<file path="src/design/rdq_pkg.sv">
package rdq_pkg;

	// Input command codes.
	typedef enum logic [1:0] {
		CMD_PUSH_BACK  = 2'd0,
		CMD_PUSH_FRONT = 2'd1,
		CMD_PULL       = 2'd2,
		CMD_CLEAR      = 2'd3
	} cmd_t;

	// Result status codes.
	typedef enum logic [2:0] {
		ST_MSG     = 3'd0,
		ST_EMPTY   = 3'd1,
		ST_ACCEPT  = 3'd2,
		ST_REJECT  = 3'd3,
		ST_CLEARED = 3'd4
	} status_t;

	localparam int CNT_W  = 9;
	localparam int FILL_W = 9;

	// Configuration port.
	localparam int   ADDR_W           = 3;
	localparam logic REG_DEPTH_IN_USE = 1'b0;

	// Command queue between front and back end.
	localparam int CQ_DEPTH = 2;
	localparam int CQ_PW    = $clog2(CQ_DEPTH);
	localparam int CQ_LW    = $clog2(CQ_DEPTH + 1);

	// Result queue at the output.
	localparam int RQ_DEPTH = 4;
	localparam int RQ_PW    = $clog2(RQ_DEPTH);
	localparam int RQ_LW    = $clog2(RQ_DEPTH + 1);

	// Classified command handed from front to back end.
	typedef struct packed {
		cmd_t             op;
		logic             first;
		logic [CNT_W-1:0] count;
	} cmd_item_t;

	// Result control fields, carried beside the message word.
	typedef struct packed {
		status_t           status;
		logic              last;
		logic [FILL_W-1:0] fill;
	} res_t;

endpackage

</file>
<file path="src/design/rdq_result_q.sv">
module rdq_result_q #(
	parameter int MESSAGE_BITS = 32
) (
	input  logic                          clk,
	input  logic                          arst_n,
	input  logic                          wr_en,
	input  rdq_pkg::res_t                 wr_res,
	input  logic [MESSAGE_BITS-1:0]       wr_msg,
	input  logic                          pop,
	output logic                          empty,
	output rdq_pkg::res_t                 rd_res,
	output logic [MESSAGE_BITS-1:0]       rd_msg,
	output logic [rdq_pkg::RQ_LW-1:0]     level
);
	import rdq_pkg::*;

	res_t                    res_q [RQ_DEPTH];
	logic [MESSAGE_BITS-1:0] msg_q [RQ_DEPTH];
	logic [RQ_PW-1:0]        wr_ptr_q;
	logic [RQ_PW-1:0]        rd_ptr_q;
	logic [RQ_LW-1:0]        level_q;
	logic                    do_pop;

	// The back end never writes without room, so no full check here.
	assign empty  = (level_q == '0);
	assign do_pop = pop && !empty;
	assign rd_res = res_q[rd_ptr_q];
	assign rd_msg = msg_q[rd_ptr_q];
	assign level  = level_q;

	always_ff @(posedge clk) begin
		if (wr_en) begin
			res_q[wr_ptr_q] <= wr_res;
			msg_q[wr_ptr_q] <= wr_msg;
		end
	end

	always_ff @(posedge clk or negedge arst_n) begin
		if (!arst_n) begin
			wr_ptr_q <= '0;
			rd_ptr_q <= '0;
			level_q  <= '0;
		end else begin
			if (wr_en) begin
				wr_ptr_q <= wr_ptr_q + 1'b1;
			end
			if (do_pop) begin
				rd_ptr_q <= rd_ptr_q + 1'b1;
			end
			if (wr_en && !do_pop) begin
				level_q <= level_q + 1'b1;
			end else if (do_pop && !wr_en) begin
				level_q <= level_q - 1'b1;
			end
		end
	end

endmodule

</file>
<file path="config.mk">
export PLATFORM = sky130hd
export DESIGN_NAME = rdq_result_q
export DESIGN_NICKNAME = d
export VERILOG_FILES = /design/src/design/rdq_pkg.sv /design/src/design/rdq_result_q.sv
export SDC_FILE = /design/constraint.sdc
export NUM_CORES = 1
export LEC_CHECK = 0
export BUFFER_PORTS_ARGS = -buffer_cell sky130_fd_sc_hd__buf_2
export CAP_MARGIN = 30
export CORE_ASPECT_RATIO = 0.6
export CORE_UTILIZATION = 30
export CTS_CLUSTER_SIZE = 10
export DETAILED_ROUTE_END_ITERATION = 16
export PLACE_DENSITY_LB_ADDON = 0.08
export SLEW_MARGIN = 20
export SYNTH_ARGS = -nofsm -noshare
export SYNTH_HDL_FRONTEND = slang
export SYNTH_SLANG_ARGS = --single-unit
export TNS_END_PERCENT = 20
</file>
<file path="constraint.sdc">
create_clock -name clk -period 5.7 [get_ports clk]
set_input_delay 0.855 -clock clk [delete_from_list [all_inputs] [get_ports clk]]
set_output_delay 0.855 -clock clk [all_outputs]
set_load 0.02 [all_outputs]
</file>
**Word level (Yosys, flattened, before mapping)**

Memory sizes are Yosys's and may differ from the RTL's.
Index checks and enable logic that the tools add are counted.

- Add/subtract/negate cells: 4
- Mux-type cells: 4
- Reductions and logical operators: 8

Operator list:

| cell | count |
|---|---|
| two-way mux 3 bit | 2 |
| adder 2 x 1 -> 2 bit, second input constant | 2 |
| adder 3 x 1 -> 3 bit, second input constant | 1 |
| logical AND 1 bit | 3 |
| logical NOT 1 bit | 3 |
| logical NOT 3 bit | 1 |
| subtractor 3 x 1 -> 3 bit, second input constant | 1 |
| two-way mux 1 bit | 2 |
| nonzero test 2 bit | 1 |

- Register bits after elaboration: 7
- Memory bits (writable): 180
- Memories kept: 2

Memories:

| memory | depth | width | read ports | clocked after Yosys merged registers in | write ports | RTL line | source |
|---|---|---|---|---|---|---|---|
| msg_q | 4 | 32 | 1 | 0 | 1 | rdq_result_q.sv:18 | `logic [MESSAGE_BITS-1:0] msg_q [RQ_DEPTH];` |
| res_q | 4 | 13 | 1 | 0 | 1 | rdq_result_q.sv:17 | `res_t res_q [RQ_DEPTH];` |

**Logic depth before layout (Yosys ltp)**

Gate-level depths: netlist of run 1.

- Word-level depth: 6
- Gate-level depth with buffers: 8
- Gate-level depth less buffers: 8

**Worst setup path after synthesis of run 1**

OpenSTA, ideal clock, no wires.

- Kind: input port to flip-flop
- Start: input port wr_en
- End: memory msg_q[0][0], enable pin
- Library setup time: 407 ps
- Data arrival time: 1938 ps
- Data required time: 5293 ps
- Slack: 3355 ps
- Stages on the path: 1
- Buffers on the path: 0
- Cells stage by stage: and2_1

- Word-level cells in the longest chain between the ends: 2

RTL lines:

| element | RTL line | source |
|---|---|---|
| start: declaration | rdq_result_q.sv:6 | `input logic wr_en,` |
| two-way mux 1 bit | rdq_result_q.sv:32 | `if (wr_en) begin` |
| two-way mux 1 bit (not written as such) | rdq_result_q.sv:34 | `msg_q[wr_ptr_q] <= wr_msg;` |
| end: declaration | rdq_result_q.sv:18 |  |

Every way passes these cells.

**Worst setup path after layout of run 1**

- Start: register rd_ptr_q[0]
- End: output port rd_msg[4]

- Word-level cells in the longest chain between the ends: 1

RTL lines:

| element | RTL line | source |
|---|---|---|
| start: declaration | rdq_result_q.sv:20 | `logic [RQ_PW-1:0] rd_ptr_q;` |
| start signal: assignment | rdq_result_q.sv:48 | `rd_ptr_q <= rd_ptr_q + 1'b1;` |
| memory read (4 x 32 bit) | n/a |  |
| end: declaration | rdq_result_q.sv:12 | `output logic [MESSAGE_BITS-1:0] rd_msg,` |

Every way passes these cells.

==> run_results.csv, run 1 <==
group,metric,value,unit
worst_setup_path,path_cells,"buf_12 -> mux4_2 -> buf_2",
route,dr.first_iter.drc_count,104,
route,vias,3020,
clock_network,tritoncts,"yes",
yosys,syn-num-nets,324,
pwr,ir_worst_vdd,0.0001961,V
timing,min_period,3.134,ns
route,vias_per_cell,4.302,
floorplanning,io_pins,98,
timing,rsz0062_at_grt,"no",
timing,fin_crit_sh,0.5498,
clock_network,cts_inserted_buffers,17,
yosys,synth_top_area_frac,0.7826,
timing,final-setup-viol-count,0,
yosys,post-synth-top-count-cell,"edfxtp_1",
min_path,hold_class,"in -> async",
timing,relSlewSlack,0.5972,
timing,hold_violations,0,
grt,overflow,0,
pwr,p_leak,2.830,nW
floorplanning,rows,42,
clock_network,cts_root_buf,"clkbuf_16",
yosys,ys_types,20,
worst_setup_path,critical_path_buf_inv_count,2,
clock_network,cts_sinks,187,
clock_network,htreeDepth,4,
clock_network,clockBufferDepth,2,
grt,grt.total_usage,0.1250,
floorplanning,initial_core_util,0.3092,
worst_setup_path,crit_family,"flip-flops",
status,outcome,"finished, final reports clean",
route,first_pass_iters,4,
yosys,synth_flop_cell,"edfxtp_1",
placement,io_buffers,97,
yosys,yosys_register_bits,187,
timing,fin_ws,2.566,ns
route,drc,0,
worst_setup_path,path_max_fanout,24,
worst_setup_path,critPathSlowestCell,"dfrtp_4",
route,wl_per_cell,19.41,um
grt,grt_pass1_vias,3262,
yosys,ys_seq_area_frac,0.8080,
floorplanning,dieArea,23650,um2
worst_setup_path,slowest_delay,0.77,ns
worst_setup_path,crit_path_end_kind,"primary output",
finish,final_nets,436,
grt,antenna_found_initial,1,
finish,final_util,0.3718,
yosys,synthTopCellsByCount,"edfxtp_1 (180), mux4_2 (45), dfrtp_1 (7)",
worst_setup_path,worstPathRequired,4.85,ns
yosys,syn_inst,269,
yosys,synthesis.area,6907,um2
yosys,yosys.area.top_type,"edfxtp_1",
yosys,avgSynthCellArea,25.68,um2
flow_run,maxCapViolCount,0,
yosys,synthArstFlopShare,0.03743,
clock_network,clk_latency,0.43,ns
timing,fin_tns_setup,0,ns
placement,gp_congestion,0.6509,
worst_setup_path,worst_setup_path_start_kind,"flop",
finish,syn_to_final_growth,20.24,%
finish,drive_above_1_share,0.4619,
timing,fmax,319.1,MHz
grt,grt_max_degree,33,
timing,worst_pin_slew,0.6042,ns
placement,pre_cts_slack,2.959,ns
clock_network,post_cts_buffers,0,
clock_network,clk_pin_slew,0.07,ns
floorplanning,core,22330,um2
worst_setup_path,worstPathArrival,2.28,ns
pwr,powerDensity,532.4,nW/um2
clock_network,cts_resized,0,
clock_network,cts_hold_buf,0,
worst_setup_path,regToRegSetupSlack,3.56,ns
grt,grt_pass1_wl,20.45,mm
floorplanning,die_x,197.9,um
route,final_antenna_net_count,0,
timing,slew_viol_final,0,
yosys,synth_edf_count,180,
placement,dpl.hpwl,8.181,mm
yosys,synth_area_leaders,"edfxtp_1 (78%), mux4_2 (15%), dfrtp_1 (2.5%)",
floorplanning,die_y,119.5,um
worst_setup_path,crit_type,"reg -> out",
route,routed_wl,13.63,mm
finish,diodes,0,
yosys,ys.warnings.count,0,
timing,skew,0.009717,ns
-- area by class of cell --
type	count	area, um2
Inverter	4	15.01
Fill cell	2065	14030
Clock buffer	18	429.2
Clock inverter	14	128.9
Tap cell	308	385.4
Multi-Input combinational cell	68	1217
Timing Repair Buffer	103	543.0
Sequential cell	187	5585
-- routing by layer --
layer	track usage	wire, um
met5	0	13
met4	0.04360	165
met3	0.05087	813
met2	0.1873	6288
met1	0.1639	6344
-- cell families after synthesis --
family / synth area share
flops: 0.8080
xor+xnor: 0.007610
fa+ha+maj: 0.01196
simple gates: 0.006883
mux: 0.1484
buf+inv: 0.01648
compound gates: 0.0007239
-- per-stage QoR --
step	total power, W	cell area (um2)	std cells	hold slack, ns
2_1_floorplan	0.002912	6907	269	0.4936
3_3_place_gp	0.003338	7726	669	0.4830
3_5_place_dp	0.003367	7746	670	0.4764
4_1_cts	0.004516	8304	702	0.2271
5_1_grt	0.004651	8304	702	0.2328
6_report	0.004421	8304	702	0.2500
-- power by group --
group	leakage, nW	switching (W)	internal [W]
clock	0.274	0.000498	0.000639
sequential	1.73	0.000139	0.00180
combinational	0.823	0.000786	0.000557
total	2.83	0.00142	0.00300
-- cells in the final DEF (no fill, tap or decap), types with 4 or more instances in the layout --
| master | count |
|---|---|
| clkinv_1 | 4 |
| and2_2 | 4 |
| buf_4 | 5 |
| clkbuf_16 | 17 |
| clkinv_2 | 4 |
| dfrtp_1 | 5 |
| mux4_2 | 45 |
| ha_1 | 5 |
| buf_2 | 97 |
| inv_1 | 4 |
| edfxtp_1 | 180 |
-- final timing paths --
| check | from | end | cells after the start |
|---|---|---|---|
| worst max-delay path | rd_ptr_q[0]$_DFFE_PN0P_ | rd_msg[4] | 3 |
| worst min-delay path | arst_n | level[0]$_DFFE_PN0P_ | 1 |
| worst max register to register | level[0]$_DFFE_PN0P_ | level[2]$_DFFE_PN0P_ | 8 |
| worst min register to register | level[2]$_DFFE_PN0P_ | level[2]$_DFFE_PN0P_ | 1 |
| max in group asynchronous | arst_n | rd_ptr_q[0]$_DFFE_PN0P_ | 1 |
| min in group clk | level[2]$_DFFE_PN0P_ | level[2]$_DFFE_PN0P_ | 1 |
-- sequential cells by signal, summed over array words and instances (netlist names) --
name,count
wr_ptr_q,2
level,3
rd_ptr_q,2
res_q,52
msg_q,128
Note: power is estimated with default switching activity, not from simulation.
==> run 2, diff against run 1 <==
==> constraint.sdc (replaced) <==
create_clock -name clk -period 2.56 [get_ports clk]
set_input_delay 0.384 -clock clk [delete_from_list [all_inputs] [get_ports clk]]
set_output_delay 0.384 -clock clk [all_outputs]
set_load 0.02 [all_outputs]
==> run 2 against run 1 <==
First-iteration DRC count up 39%. Combinational power up 140%. Sequential share of layout area down 1.4 points. Clock power rose to 2.5 times the previous value. Critical path depth unchanged. Via count up 2.2%. Final cell count up 1.3%. Hold slack worse by 0.083 ns. Sequential cell count unchanged. Register-to-register slack worse by 3.1 ns. Sequential power up 120%.
==> run_results.csv, run 2 (synthesis gave the netlist of run 1 again) <==
group,metric,value,unit
status,outcome,"finished, final reports clean",
finish,layout_common_cells,"edfxtp_1 (180), buf_2 (97), mux4_2 (45)",
worst_setup_path,critical_path_buf_inv_count,2,
clock_network,cts_root_buf,"clkbuf_16",
clock_network,clk_pin_slew,0.07,ns
worst_setup_path,reg2regPathDepth,8,
worst_setup_path,crit_path_end_kind,"primary output",
floorplanning,rows,42,
worst_setup_path,path_max_fanout,15,
timing,rsz0062_at_grt,"no",
pwr,internal_power,0.007071,W
finish,diodes,0,
floorplanning,die_x,197.9,um
timing,fin_tns_setup,0,ns
timing,fin_crit_sh,0.9460,
pwr,pwr-share-clk,0.278,
worst_setup_path,worstPathRequired,2.18,ns
finish,final_common_cell,"edfxtp_1",
min_path,hold_class,"in -> reg",
pwr,p_sw,0.003185,W
grt,antenna_found_initial,0,
placement,gp_congestion,0.6722,
floorplanning,core,22330,um2
timing,min_period,2.422,ns
worst_setup_path,timing.rr.end,"level[2]$_DFFE_PN0P_",
finish,num-fill-cells,2046,
route,final_antenna_net_count,0,
worst_setup_path,regToRegSetupSlack,0.42,ns
finish,largest_reg_flops,128,
floorplanning,die_y,119.5,um
route,dr.first_iter.drc_count,145,
clock_network,cts_inserted_buffers,17,
worst_setup_path,reg2reg_from,"level[0]$_DFFE_PN0P_",
placement,postPlaceCellArea,7819,um2
clock_network,clk_latency,0.43,ns
floorplanning,io_pins,98,
pwr,powerDensity,1210,nW/um2
pwr,p_sw_frac,0.3106,
timing,hold_violations,0,
finish,top_register,"msg_q",
worst_setup_path,crit_type,"reg -> out",
pwr,p_comb_frac,0.310,
timing,worst_pin_slew,0.4752,ns
route,vias,3085,
grt,grt_max_degree,29,
grt,grt.total_usage,0.1231,
finish,final_nets,445,
route,routed_wl,13.29,mm
route,wl_per_cell,18.70,um
clock_network,cts_sinks,187,
worst_setup_path,worstPathArrival,2.04,ns
worst_setup_path,path_cells,"buf_12 -> mux4_2 -> buf_2",
clock_network,clockBufferDepth,2,
worst_setup_path,worst_setup_path_start_kind,"flop",
pwr,ir_worst_vdd,0.0005901,V
worst_setup_path,crit_end,"rd_msg[8]",
pwr,power_frac_seq,0.412,
timing,skew,0.005935,ns
worst_setup_path,critPathSlowestCell,"dfrtp_4",
clock_network,htreeDepth,4,
placement,io_buffers,97,
grt,grt_pass1_vias,3411,
worst_setup_path,crit_family,"flip-flops",
worst_setup_path,startpoint,"rd_ptr_q[0]$_DFFE_PN0P_",
pwr,p_leak,2.911,nW
route,vias_per_cell,4.339,
floorplanning,dieArea,23650,um2
flow_run,maxCapViolCount,0,
route,first_pass_iters,6,
clock_network,post_cts_buffers,0,
timing,fin_ws,0.1382,ns
route,drc,0,
finish,syn_to_final_growth,22.72,%
worst_setup_path,path_depth,3,
timing,relSlewSlack,0.6832,
pwr,finalPower,0.01026,W
grt,overflow,0,
floorplanning,initial_core_util,0.3092,
grt,grt_pass1_wl,20.41,mm
finish,finalInstanceArea,8476,um2
finish,drive_above_1_share,0.4839,
placement,dpl.hpwl,8.070,mm
timing,slew_viol_final,0,
clock_network,tritoncts,"yes",
worst_setup_path,slowest_delay,0.65,ns
placement,pre_cts_slack,0.4343,ns
timing,final-setup-viol-count,0,
timing,fmax,412.9,MHz
run 2: cell types whose count changed in the layout (fill, tap and decap cells not counted), sizes merged:
cell,before,now
buf,103,111
bufinv,2,5
clkbuf,18,17
clkinv,10,5
clkinvlp,1,4
dlygate4sd3,0,1
run 2: metrics by stage:
stage / utilization / std cells / hold slack, ns
4_1_cts: 0.3795 / 711 / 0.1390
3_5_place_dp: 0.3501 / 678 / 0.2353
3_3_place_gp: 0.3501 / 678 / 0.2281
6_report: 0.3795 / 711 / 0.1667
2_1_floorplan: - / 269 / 0.08841
5_1_grt: 0.3795 / 711 / 0.1373
run 2: what timing repair did:
action | 4_1_cts | 5_1_grt
gates resized for setup | 0 | 0
hold buffers | 1 | 0
hold endpoints to repair | 7 | 0
run 2: power by group through the flow:
stage / sequential [W] / combinational (W) / clock (W)
2_1_floorplan: 0.00423 / 0.00226 / 0
3_3_place_gp: 0.00429 / 0.00328 / 0
3_5_place_dp: 0.00432 / 0.00329 / 0
4_1_cts: 0.00425 / 0.00330 / 0.00294
5_1_grt: 0.00430 / 0.00344 / 0.00305
6_report: 0.00423 / 0.00318 / 0.00285
run 2: cell type report:
cell class / instances / area (um2) / area share
clock buffers: 17 / 425.4 / 0.05019
clock inverters: 15 / 221.5 / 0.02613
inverters: 4 / 15.01 / 0.001771
multi-input cells: 68 / 1217 / 0.1436
flip-flops and latches: 187 / 5585 / 0.6590
well taps: 308 / 385.4 / 0.04547
repair buffers: 112 / 625.6 / 0.07381
run 2: layer usage:
layer  track usage  wire length [um]  vias to the layer above
li1              -                 -                     1379
met1        0.1541              5987                     1632
met2        0.1888              6290                       62
met3       0.05003               828                       12
met4       0.05233               188                        0
met5             0                 0                        -
run 2: worst min path at each step:
stage	to	slack, ns	start	cells after the start
after CTS	msg_q[0][16]$_DFFE_PP_	0.14	wr_msg[16]	1
final	msg_q[0][16]$_DFFE_PP_	0.17	wr_msg[16]	1
after detailed placement	level[0]$_DFFE_PN0P_	0.24	arst_n	1
after global routing	msg_q[1][16]$_DFFE_PP_	0.14	wr_msg[16]	1
after global placement	level[0]$_DFFE_PN0P_	0.23	arst_n	1
after floorplan	level[0]$_DFFE_PN0P_	0.09	arst_n	0
run 2: worst reg2reg max path, delay by kind of cell, from the launching register on:
family / cells / cell delay (ns)
and+or+nand+nor: 3 / 0.66
adders and majority gates: 2 / 0.56
DFF: 1 / 0.43
xor gates and xnor gates: 2 / 0.35
buffers and inverters: 1 / 0.06
