--- config.mk ---
export PLATFORM = sky130hd
export DESIGN_NAME = rdq_front
export DESIGN_NICKNAME = d
export VERILOG_FILES = /design/src/design/rdq_pkg.sv /design/src/design/rdq_front.sv
export SDC_FILE = /design/constraint.sdc
export NUM_CORES = 1
export LEC_CHECK = 0
export ABC_AREA = 1
export BUFFER_PORTS_ARGS = -buffer_cell sky130_fd_sc_hd__clkbuf_2
export CAP_MARGIN = 20
export CORE_ASPECT_RATIO = 1.25
export CORE_MARGIN = 2
export CORE_UTILIZATION = 35
export CTS_CLUSTER_SIZE = 20
export DETAILED_ROUTE_END_ITERATION = 10
export PLACE_DENSITY_LB_ADDON = 0.08
export SETUP_SLACK_MARGIN = 0.1
export SLEW_MARGIN = 30
export SYNTH_ARGS = -nofsm -noshare
export SYNTH_HDL_FRONTEND = slang
export SYNTH_SLANG_ARGS = --single-unit
--- constraint.sdc ---
create_clock -name clk -period 4.7 [get_ports clk]
set_input_delay 1.41 -clock clk [delete_from_list [all_inputs] [get_ports clk]]
set_output_delay 1.41 -clock clk [all_outputs]
set_load 0.01 [all_outputs]
--- src/design/rdq_pkg.sv ---
package rdq_pkg;

	// Input command codes.
	typedef enum logic [1:0] {
		CMD_PUSH_BACK  = 2'd0,
		CMD_PUSH_FRONT = 2'd1,
		CMD_PULL       = 2'd2,
		CMD_CLEAR      = 2'd3
	} cmd_t;

	// Result status codes.
	typedef enum logic [2:0] {
		ST_MSG     = 3'd0,
		ST_EMPTY   = 3'd1,
		ST_ACCEPT  = 3'd2,
		ST_REJECT  = 3'd3,
		ST_CLEARED = 3'd4
	} status_t;

	localparam int CNT_W  = 9;
	localparam int FILL_W = 9;

	// Configuration port.
	localparam int   ADDR_W           = 3;
	localparam logic REG_DEPTH_IN_USE = 1'b0;

	// Command queue between front and back end.
	localparam int CQ_DEPTH = 2;
	localparam int CQ_PW    = $clog2(CQ_DEPTH);
	localparam int CQ_LW    = $clog2(CQ_DEPTH + 1);

	// Result queue at the output.
	localparam int RQ_DEPTH = 4;
	localparam int RQ_PW    = $clog2(RQ_DEPTH);
	localparam int RQ_LW    = $clog2(RQ_DEPTH + 1);

	// Classified command handed from front to back end.
	typedef struct packed {
		cmd_t             op;
		logic             first;
		logic [CNT_W-1:0] count;
	} cmd_item_t;

	// Result control fields, carried beside the message word.
	typedef struct packed {
		status_t           status;
		logic              last;
		logic [FILL_W-1:0] fill;
	} res_t;

endpackage

--- src/design/rdq_front.sv ---
module rdq_front #(
	parameter int MESSAGE_BITS = 32,
	parameter int MAX_PULL     = 64
) (
	input  logic                     clk,
	input  logic                     arst_n,
	input  logic                     push,
	output logic                     full,
	input  logic [1:0]               command,
	input  logic                     batch_first,
	input  logic [rdq_pkg::CNT_W-1:0] batch_count,
	input  logic [MESSAGE_BITS-1:0]  message_in,
	output logic                     cmd_valid,
	input  logic                     cmd_pop,
	output rdq_pkg::cmd_item_t       cmd,
	output logic [MESSAGE_BITS-1:0]  cmd_msg
);
	import rdq_pkg::*;

	cmd_item_t         item;
	cmd_item_t         cmd_q [CQ_DEPTH];
	logic [MESSAGE_BITS-1:0] msg_q [CQ_DEPTH];
	logic [CQ_PW-1:0]  wr_ptr_q;
	logic [CQ_PW-1:0]  rd_ptr_q;
	logic [CQ_LW-1:0]  level_q;
	logic              do_push;
	logic              do_pop;

	// Classify: saturate pull requests here so the back end sees a small count.
	always_comb begin
		item.op    = cmd_t'(command);
		item.first = batch_first;
		item.count = batch_count;
		if (item.op == CMD_PULL && batch_count > CNT_W'(MAX_PULL)) begin
			item.count = CNT_W'(MAX_PULL);
		end
	end

	assign full      = (level_q == CQ_LW'(CQ_DEPTH));
	assign cmd_valid = (level_q != '0);
	assign do_push   = push && !full;
	assign do_pop    = cmd_pop && cmd_valid;
	assign cmd       = cmd_q[rd_ptr_q];
	assign cmd_msg   = msg_q[rd_ptr_q];

	always_ff @(posedge clk) begin
		if (do_push) begin
			cmd_q[wr_ptr_q] <= item;
			msg_q[wr_ptr_q] <= message_in;
		end
	end

	always_ff @(posedge clk or negedge arst_n) begin
		if (!arst_n) begin
			wr_ptr_q <= '0;
			rd_ptr_q <= '0;
			level_q  <= '0;
		end else begin
			if (do_push) begin
				wr_ptr_q <= wr_ptr_q + 1'b1;
			end
			if (do_pop) begin
				rd_ptr_q <= rd_ptr_q + 1'b1;
			end
			if (do_push && !do_pop) begin
				level_q <= level_q + 1'b1;
			end else if (do_pop && !do_push) begin
				level_q <= level_q - 1'b1;
			end
		end
	end

endmodule

After elaboration in Yosys (flattened, before gate mapping)
Memories as Yosys holds them, arrays and structs flattened.
Index checks and enable logic that the tools add are counted.
Widths: inputs -> output; s select.
{ "classes": {"n_lt_le_gt_ge": 1, "muxes": 5, "reduce_logical": 10, "n_addsub": 4, "n_eq_ne": 2} }
{ "ops": {"columns": ["operator", "n"], "rows": [
  ["$gt 9x7->1 const B", 1],
  ["$mux 9", 1],
  ["$logic_and 1x1->1", 5],
  ["$eq 2x2->1 const B", 2],
  ["$mux 2", 2],
  ["$reduce_bool 2->1", 2],
  ["$logic_not 1->1", 3],
  ["$add 1x1->1 const B", 2],
  ["$add 2x1->2 const B", 1],
  ["$mux 1", 2],
  ["$sub 2x1->2 const B", 1]
]} }
{ "word_totals": {"ram_bits": 88, "out_inout_bits": 46, "reg_bits": 4, "input_bits": 48, "n_memories": 2, "wordCells": 27} }
{ "mem_list": {"columns": ["memory", "words", "width", "read_ports", "rd_clocked_by_memory_dff", "wr", "line_no", "rtl"], "rows": [
  ["msg_q", 2, 32, 1, 0, 1, "rdq_front.sv:22", "logic [MESSAGE_BITS-1:0] msg_q [CQ_DEPTH];"],
  ["cmd_q", 2, 12, 1, 0, 1, "rdq_front.sv:21", "cmd_item_t cmd_q [CQ_DEPTH];"]
]} }

Logic depth before layout (Yosys ltp)
Gate-level depths: netlist (run 1).
{ "depth": {"ltp_word": 7, "ltp_mapped": 7} }

Worst setup path after synthesis (run 1)
No wires, ideal clock.
{ "synth_timing": {"path_kind": "input to register", "start": "input port push", "end": "memory cmd_q[1][0] in the netlist's numbering, enable pin", "n_path_buf": 0, "setup_ns": 0.447, "t_required_ns": 4.253, "slack_ns": 0.871, "stages": 2, "arrival_ns": 3.382, "path_cell_list": "o21ai_1 nor2_1"} }
{ "synth_via": {"elab_chain_cells": 3} }
{ "synth_rtl": {"columns": ["element", "line_no", "rtl"], "rows": [
  ["from (decl)", "rdq_front.sv:7", "input logic push,"],
  ["$logic_and 1x1->1", "rdq_front.sv:41", "assign do_push = push && !full;"],
  ["$mux 1", "rdq_front.sv:47", "if (do_push) begin"],
  ["$mux 1 (not written as such)", "rdq_front.sv:48", "cmd_q[wr_ptr_q] <= item;"],
  ["to (decl)", "rdq_front.sv:21", null]
]} }
No other way between the ends.

==> out/results.ini, run 1 <==
[status]
status=finished clean

[flow_run]
drv_cap=0

[route]
drt-initial-drc-count=131
firstDrtPassIters=4
ant_nets=0
via_per_inst=4.36
drc=0
vias=2229
avgRoutedWirePerCell_um=13.4
routed_wl_um=6840

[worst_hold_path]
hold_class=register to register
worstHoldStart=level_q[0]$_DFFE_PN0P_
hold_depth=1

[logic_synthesis]
yosys.area_share.simple=0.160
ys.flop_type=edfxtp_1
postSynthCellCount=280
synth_top_area_share=0.748
syn_nets=329
synth_compound_area_frac=0.0156
synth_edf_count=88
synth_cell_types=18
yosys.area.top_type=edfxtp_1
synth_area_leaders=edfxtp_1, nand2_1, dfrtp_1, inv_1, a21oi_1
postSynthAreaPerCell_um2=12.6
synth_top_family_by_area=simple AND/OR/NAND/NOR gates
synth.cells.most_frequent=nand2_1, edfxtp_1, inv_1
synth-seq-area-share=0.776
synthArstFlopShare=0.0435
syn-cell-area_um2=3530
yosysMostFrequentCell=nand2_1
yosys_warnings=0
synthMuxAreaShare=0
yosys.area_share.adder=0.00354
synth_xor_area_frac=0.00744
synth_seq_cells=92

[die]
coreArea_um2=9950
dieArea_um2=10900
rows=41
die_h_um=116
start_util=0.355
num_io_pins=94
die_x_um=93.9

[cts]
cts_setup_buffers=0
htreeDepth=3
cts_sinks=92
cts_tree=done
clock_path_buffers=2
root_buffer=clkbuf_16
clock_latency_ps=340
cts_buffers=9
clkSlewWorstSetupHoldPaths_ps=60
cts.repair.resized=0
postCtsHoldBufs=0

[place]
gp_congestion=0.668
pre_cts_slack_ps=1490
port_buffers=93
hpwl_um=4510

[setup_path]
slowest_stage=dfrtp_2
path_max_fanout=45
critPathLaunchType=register
r2r_cells=4
critical_path_class=register to output port
crit_family=flip-flops
cp_data_arrival_time_ps=2080
slowest_delay_ps=950
cp.depth=4
path_cells=inv_4, nand2_1, nand2_1, clkbuf_2
worst-path-buf-inv=2
endpoint_kind=output port
regToRegStartpoint=level_q[1]$_DFFE_PN0P_
cp_common_cell=nand2_1
crit_start=rd_ptr_q$_DFFE_PN0P_
required_ps=3290

[timing]
fmax_ghz=0.286
slew_violations=0
fin_crit_sh=0.743
whs_ps=541
finalSetupTns_ps=0
rsz0062_at_grt=no
final.setup_skew_ps=4.39
worst_pin_slew_ps=892
finalHoldViolations=0
min_period_ps=3490
setup_viol=0
slew_headroom=0.405
worst_slack_ps=1210

[power_and_ir_drop]
p_comb_frac=0.288
p_int_uw=1860
clkPwrFrac=0.270
p_seq_frac=0.442
power_switching_uw=926
power.leakage_uw=0.00196
power.density_nw_per_um2=629
vdd_drop_max_mv=0.225
swShare=0.332

[finish]
final_layout_size_suffix_gt1_frac=0.306
num-fill-cells=972
syn2layout_area_growth_pct=25.5
multi_input_area_um2=674
register_area_um2=2740
fin_nets=426
insertedDiodeCount=0

[global_routing]
antenna_found_initial=0
grt_overflow=0
grt.total_usage=0.131
first_global_vias=2037
grt_first_pass_wirelength_um=10300
grt_max_degree=46

==> power groups by stage <==
stage	Clock, uW	Combinational, uW	Sequential [uW]
after floorplan	0	562	1190
after global placement	0	831	1250
after detailed placement	0	835	1260
after CTS	776	837	1240
after global routing	807	914	1260
final	753	803	1230
==> cells in the final DEF, fill, tap and decap left out <==
cell type	instances
buf_4	2
ha_1	1
nor2_4	2
inv_2	1
clkinv_2	2
clkbuf_16	9
inv_4	1
dfrtp_1	3
o21ai_1	2
bufinv_16	2
nand2_2	1
clkinv_1	1
dfrtp_2	1
xor2_1	2
nor2_2	1
inv_1	13
a21oi_1	9
nor2_1	7
xnor2_1	1
clkinv_4	2
nand3_1	1
clkbuf_2	93
edfxtp_1	88
nand2_1	137
==> registers in the layout, summed over array words and instances (netlist names) <==
name / count
rd_ptr_q: 1
level_q: 2
cmd_q: 24
wr_ptr_q: 1
msg_q: 64
==> metal layers <==
layer | vias up | global-route usage | wire (um)
met5 | - | 0 | 0
met2 | 55 | 0.226 | 3540
met1 | 1042 | 0.152 | 2810
met4 | 0 | 0.0812 | 191
met3 | 11 | 0.0226 | 302
li1 | 1121 | - | -
==> cell families after synthesis <==
group,Yosys count
compound gates,11
xor+xnor,3
fa+ha+maj,1
buf+inv,24
flops,92
simple gates,149
==> cell type report <==
cell class,instances,share of cell area
clock inverter,7,0.0206
sequential,92,0.619
inverter,15,0.0133
multi-input combinational,164,0.152
clock buffer,9,0.0508
tap,129,0.0364
timing repair buffer,95,0.108
==> worst register-to-register path, cell delays in order, from the launching register on <==
cell	delay, ps
dfrtp_1	350
inv_1	120
o21ai_1	180
nor2_4	670
buf_4	420
==> through the flow <==
stage / std cells / cell area (um^2) / power [uW] / util
floorplan: 280 / 3530 / 1750 / -
global placement: 495 / 4120 / 2080 / 0.414
detailed placement: 495 / 4120 / 2090 / 0.414
CTS: 511 / 4440 / 2850 / 0.446
global route: 511 / 4440 / 2980 / 0.446
finish: 511 / 4440 / 2790 / 0.446
==> final timing paths <==
| kind | end | slack (ps) |
|---|---|---|
| max | cmd[8] | 1210 |
| min | level_q[0]$_DFFE_PN0P_ | 540 |
| max reg2reg | msg_q[1][20]$_DFFE_PP_ | 2630 |
| min reg2reg | level_q[0]$_DFFE_PN0P_ | 540 |
| max in group asynchronous | rd_ptr_q$_DFFE_PN0P_ | 3670 |
| min in group asynchronous | wr_ptr_q$_DFFE_PN0P_ | 880 |
Power figures use the tool's default switching activity.
==> run 2, diff against run 1 <==
--- a/config.mk
+++ b/config.mk
@@ -5,7 +5,7 @@
 export SDC_FILE = /design/constraint.sdc
 export NUM_CORES = 1
 export LEC_CHECK = 0
-export ABC_AREA = 1
+export ABC_AREA = 0
 export BUFFER_PORTS_ARGS = -buffer_cell sky130_fd_sc_hd__clkbuf_2
 export CAP_MARGIN = 20
 export CORE_ASPECT_RATIO = 1.25
==> constraint.sdc (replaced) <==
create_clock -name clk -period 3 [get_ports clk]
set_input_delay 0.9 -clock clk [delete_from_list [all_inputs] [get_ports clk]]
set_output_delay 0.9 -clock clk [all_outputs]
set_load 0.01 [all_outputs]
==> out/results.ini, run 2 <==
[status]
status=finished clean  ; unchanged

[finish]
final_layout_size_suffix_gt1_frac=0.586  ; was 0.306
num-fill-cells=934  ; was 972
layout_common_cells=clkbuf_2, edfxtp_1, mux2_4  ; was nand2_1, clkbuf_2, edfxtp_1
regMostFlops=msg_q  ; unchanged
insertedDiodeCount=0  ; unchanged
top_regs=msg_q (64), cmd_q (24), level_q (2)  ; unchanged
largest_register_ff_count=64  ; unchanged
syn2layout_area_growth_pct=24.5  ; was 25.5%
layout_commonest_cell=clkbuf_2  ; was nand2_1
fin_util=0.449  ; was 0.446
instances_no_fill=407  ; was 511
fin_nets=322  ; was 426

[logic_synthesis]
ys.flop_type=edfxtp_1  ; unchanged
synth-seq-area-share=0.749  ; was 0.776
postSynthCellCount=169  ; was 280
yosys_warnings=0  ; unchanged
synth.cells.most_frequent=edfxtp_1, mux2_4, mux2_2  ; was nand2_1, edfxtp_1, inv_1
synth_area_leaders=edfxtp_1, mux2_4, dfrtp_1, buf_12, mux2_2  ; was edfxtp_1, nand2_1, dfrtp_1, inv_1, a21oi_1
synth_cell_types=22  ; was 18
synth_edf_count=88  ; unchanged
synth_seq_cells=92  ; unchanged
syn_nets=218  ; was 329
synth_top_area_share=0.721  ; was 0.748
synthArstFlopShare=0.0435  ; unchanged
syn-cell-area_um2=3660  ; was 3530 um^2
yosys.area.top_type=edfxtp_1  ; unchanged
yosysMostFrequentCell=edfxtp_1  ; was nand2_1
postSynthAreaPerCell_um2=21.7  ; was 12.6 um^2

[global_routing]
first_global_vias=1829  ; was 2037
antenna_found_initial=0  ; unchanged
grt_overflow=0  ; unchanged
grt_first_pass_wirelength_um=9180  ; was 10300 um
grt.total_usage=0.112  ; was 0.131
grt_max_degree=25  ; was 46

[timing]
whs_ps=369  ; was 541 ps
final.setup_skew_ps=6.12  ; was 4.39 ps
rsz0062_at_grt=no  ; unchanged
min_period_ps=2480
setup_viol=0  ; unchanged
slew_violations=0  ; unchanged
slew_headroom=0.628  ; was 0.405
worst_pin_slew_ps=559  ; was 892 ps
finalSetupTns_ps=0  ; unchanged
fmax_ghz=0.403
fin_crit_sh=0.826
finalHoldViolations=0  ; unchanged

[power_and_ir_drop]
vdd_drop_max_mv=0.433  ; was 0.225 mV
swShare=0.293  ; was 0.332
p_comb_frac=0.337  ; was 0.288
p_seq_frac=0.430  ; was 0.442
p_int_uw=3090  ; was 1860 uW
power_switching_uw=1280  ; was 926 uW
power.density_nw_per_um2=958  ; was 629 nW/um^2
power.leakage_uw=0.00186  ; was 0.00196 uW
clkPwrFrac=0.233  ; was 0.270

[setup_path]
regToRegStartpoint=level_q[0]$_DFFE_PN0P_  ; was level_q[1]$_DFFE_PN0P_
endpoint_kind=output port  ; unchanged
r2r_cells=3  ; was 4
cp_data_arrival_time_ps=1580  ; was 2080 ps
critical_path_class=register to output port  ; unchanged
critPathLaunchType=register  ; unchanged
required_ps=2100  ; was 3290 ps
reg2reg_to=msg_q[1][5]$_DFFE_PP_  ; was msg_q[1][20]$_DFFE_PP_
path_max_fanout=20  ; was 45
r2r_setup_slack_ps=1280  ; was 2630 ps

[cts]
cts.repair.resized=0  ; unchanged
cts_setup_buffers=0  ; unchanged
clkSlewWorstSetupHoldPaths_ps=60  ; about the same
htreeDepth=3  ; unchanged
clock_latency_ps=330  ; was 340 ps
cts_sinks=92  ; unchanged
cts_tree=done  ; unchanged
postCtsHoldBufs=0  ; unchanged
root_buffer=clkbuf_16  ; unchanged
clock_path_buffers=2  ; unchanged
cts_buffers=9  ; unchanged

[place]
hpwl_um=4170  ; was 4510 um
port_buffers=93  ; unchanged
gp_congestion=0.673  ; was 0.668
dpl.cell_count=391  ; was 495

[die]
start_util=0.361  ; was 0.355
die_h_um=118  ; was 116 um
num_io_pins=94  ; unchanged
rows=41  ; unchanged
dieArea_um2=11300  ; was 10900 um^2
coreArea_um2=10200  ; was 9950 um^2
die_x_um=95.5  ; was 93.9 um

[route]
drc=0  ; unchanged
ant_nets=0  ; unchanged
firstDrtPassIters=4  ; unchanged
routed_wl_um=6050  ; was 6840 um
via_per_inst=4.44  ; was 4.36
vias=1807  ; was 2229
avgRoutedWirePerCell_um=14.9  ; was 13.4 um
drt-initial-drc-count=65  ; was 131

[flow_run]
drv_cap=0  ; unchanged

[worst_hold_path]
hold_class=input pin to asynchronous set/reset pin  ; was register to register

[run 2: worst max-delay path by stage]
stage | startpoint | end | slack [ps]
after floorplan | push | cmd_q[0][0]$_DFFE_PP_ | 450
after CTS | rd_ptr_q$_DFFE_PN0P_ | cmd_msg[31] | 480
final | rd_ptr_q$_DFFE_PN0P_ | cmd_msg[31] | 520
after global routing | rd_ptr_q$_DFFE_PN0P_ | cmd_msg[31] | 460
after global placement | push | msg_q[1][20]$_DFFE_PP_ | 830
after detailed placement | push | msg_q[1][30]$_DFFE_PP_ | 840
[run 2: through the flow]
stage | setup slack, ps | total power [uW] | area (um^2)
global placement | 830 | 3410 | 4280
global route | 457 | 4610 | 4560
floorplan | 445 | 2970 | 3670
finish | 521 | 4370 | 4560
CTS | 481 | 4450 | 4560
detailed placement | 841 | 3420 | 4280
[run 2: routing by layer]
layer,vias to the layer above,GRT usage,routed length (um)
met5,-,0,0
met4,0,0.0732,178
met3,13,0.0287,400
met2,59,0.188,3140
met1,873,0.122,2340
li1,862,-,-
[run 2: logic make-up (layout without fill, tap and decap cells)]
family	after synthesis	after routing	share of synthesized area
AO/OA/AOI/OAI	1	1	0.00205
flip-flops	92	92	0.749
adder cells (fa/ha/maj)	1	1	0.00341
AND/OR/NAND/NOR	19	19	0.0318
XOR/XNOR	5	5	0.0120
multiplexers	44	44	0.175
buffers and inverters	7	116	0.0270
[run 2: critical path: stages, from the launching register on]
cell,delay [ps]
dfrtp_2,520
buf_12,230
mux2_2,360
clkbuf_2,130
[run 2: final cells by class]
class	count	area [um^2]	share of cell area
well taps	129	161	0.0354
multi-input cells	70	831	0.182
clock buffers	9	225	0.0494
flip-flops and latches	92	2740	0.602
clock inverters	7	50.0	0.0110
inverters	2	7.51	0.00165
repair buffers	98	541	0.119
[run 2: power groups by stage]
stage | logic (uW) | clock network, uW | registers [uW]
6_report | 1470 | 1020 | 1880
5_1_grt | 1600 | 1110 | 1900
4_1_cts | 1520 | 1060 | 1880
3_5_place_dp | 1510 | 0 | 1910
3_3_place_gp | 1510 | 0 | 1900
2_1_floorplan | 1110 | 0 | 1860
==> run 3, diff against run 2 <==
==> constraint.sdc (replaced) <==
create_clock -name clk -period 2.5 [get_ports clk]
set_input_delay 0.75 -clock clk [delete_from_list [all_inputs] [get_ports clk]]
set_output_delay 0.75 -clock clk [all_outputs]
set_load 0.01 [all_outputs]
==> out/results.ini, run 3 (synthesized netlist as in run 2, its figures left out) <==
[timing]
final.setup_skew_ps=4.47  ; was 6.12 ps
finalSetupTns_ps=0  ; unchanged
rsz0062_at_grt=no  ; unchanged
fmax_ghz=0.432
setup_viol=0  ; unchanged
fin_crit_sh=0.927
finalHoldViolations=0  ; unchanged
worst_pin_slew_ps=398  ; was 559 ps
slew_violations=0  ; unchanged
slew_headroom=0.734  ; was 0.628
min_period_ps=2320

[cts]
clock_latency_ps=330  ; about the same
cts_buffers=9  ; unchanged
postCtsHoldBufs=0  ; unchanged
root_buffer=clkbuf_16  ; unchanged
cts_setup_buffers=0  ; unchanged
cts_sinks=92  ; unchanged
cts_tree=done  ; unchanged
cts.repair.resized=0  ; unchanged
clkSlewWorstSetupHoldPaths_ps=60  ; about the same
htreeDepth=3  ; unchanged
clock_path_buffers=2  ; unchanged

[die]
coreArea_um2=10200  ; unchanged
num_io_pins=94  ; unchanged
die_x_um=95.5  ; unchanged
rows=41  ; unchanged
die_h_um=118  ; unchanged
start_util=0.361  ; unchanged
dieArea_um2=11300  ; unchanged

[worst_hold_path]
hold_class=input pin to asynchronous set/reset pin  ; unchanged

[finish]
insertedDiodeCount=0  ; unchanged
largest_register_ff_count=64  ; unchanged
fin_nets=322  ; unchanged
final_layout_size_suffix_gt1_frac=0.579  ; was 0.586
layout_commonest_cell=clkbuf_2  ; unchanged
top_regs=msg_q (64), cmd_q (24), level_q (2)  ; unchanged
syn2layout_area_growth_pct=25.0  ; was 24.5%
regMostFlops=msg_q  ; unchanged
layout_common_cells=clkbuf_2, edfxtp_1, mux2_4  ; unchanged

[place]
hpwl_um=3920  ; was 4170 um
port_buffers=93  ; unchanged
gp_congestion=0.667  ; was 0.673

[power_and_ir_drop]
power_switching_uw=1470  ; was 1280 uW
p_int_uw=3880  ; was 3090 uW
power.leakage_uw=0.00188  ; was 0.00186 uW
p_comb_frac=0.329  ; was 0.337
vdd_drop_max_mv=0.447  ; was 0.433 mV
p_seq_frac=0.415  ; was 0.430
swShare=0.274  ; was 0.293
p_total_uw=5350  ; was 4370 uW
power.density_nw_per_um2=1170  ; was 958 nW/um^2
clkPwrFrac=0.256  ; was 0.233

[route]
vias=1776  ; was 1807
ant_nets=0  ; unchanged
drt-initial-drc-count=49  ; was 65
firstDrtPassIters=4  ; unchanged
avgRoutedWirePerCell_um=14.3  ; was 14.9 um
via_per_inst=4.36  ; was 4.44
routed_wl_um=5840  ; was 6050 um
drc=0  ; unchanged

[status]
status=finished clean  ; unchanged

[flow_run]
drv_cap=0  ; unchanged

[global_routing]
grt_overflow=0  ; unchanged
antenna_found_initial=0  ; unchanged
grt_first_pass_wirelength_um=8820  ; was 9180 um
grt_max_degree=39  ; was 25
grt.total_usage=0.108  ; was 0.112
first_global_vias=1757  ; was 1829

[setup_path]
endpoint_kind=output port  ; unchanged
path_max_fanout=20  ; unchanged
reg2reg_to=cmd_q[0][8]$_DFFE_PP_  ; was msg_q[1][5]$_DFFE_PP_
required_ps=1750  ; was 2100 ps
cp_data_arrival_time_ps=1570  ; was 1580 ps
r2r_cells=4  ; was 3
critPathLaunchType=register  ; unchanged
crit_family=buffers and inverters  ; was flip-flops
regToRegStartpoint=level_q[0]$_DFFE_PN0P_  ; unchanged
path_cells=buf_4, mux2_2, clkbuf_2  ; was buf_12, mux2_2, clkbuf_2
critical_path_class=register to output port  ; unchanged
slowest_stage=dfrtp_2  ; unchanged
r2r_setup_slack_ps=930  ; was 1280 ps
slowest_delay_ps=380  ; was 520 ps
worst-path-buf-inv=2  ; unchanged

==> run 3: power by group through the flow <==
stage,clock [uW],sequential [uW],combinational (uW)
3_3_place_gp,0,2240,1820
4_1_cts,1420,2220,1820
6_report,1370,2220,1760
5_1_grt,1480,2250,1920
2_1_floorplan,0,2230,1330
3_5_place_dp,0,2250,1810
==> run 3: how the worst max path moves through the flow <==
stage,end,from,cells after the start
finish,cmd_msg[26],rd_ptr_q$_DFFE_PN0P_,3
global route,cmd_msg[26],rd_ptr_q$_DFFE_PN0P_,3
CTS,cmd_msg[26],rd_ptr_q$_DFFE_PN0P_,3
detailed placement,cmd_msg[26],rd_ptr_q$_DFFE_PN0P_,3
global placement,cmd_msg[26],rd_ptr_q$_DFFE_PN0P_,3
floorplan,cmd_q[1][0]$_DFFE_PP_,push,1
==> run 3: area by class of cell <==
class                           count  area [um^2]
Inverter                            2         7.51
Multi-Input combinational cell     70          831
Clock inverter                      6         78.8
Fill cell                         921         5580
Timing Repair Buffer               98          528
Sequential cell                    92         2740
Clock buffer                       10          229
Tap cell                          129          161
==> run 3: metal layers <==
metal	global-route usage	up-vias	wire, um
met5	0	-	0
met4	0.0696	0	116
met3	0.0274	8	321
met2	0.182	56	3110
met1	0.119	858	2280
li1	-	854	-
==> run 3: metrics by stage <==
step                      utilization  setup WS (ps)  instances  instance area (um^2)  hold slack (ps)
after floorplan                     -            240        169                  3670              454
after global placement          0.421            515        391                  4270              483
after detailed placement        0.421            513        391                  4270              481
after CTS                       0.451            143        407                  4580              208
after global routing            0.451            114        407                  4580              221
final                           0.451            183        407                  4580              226
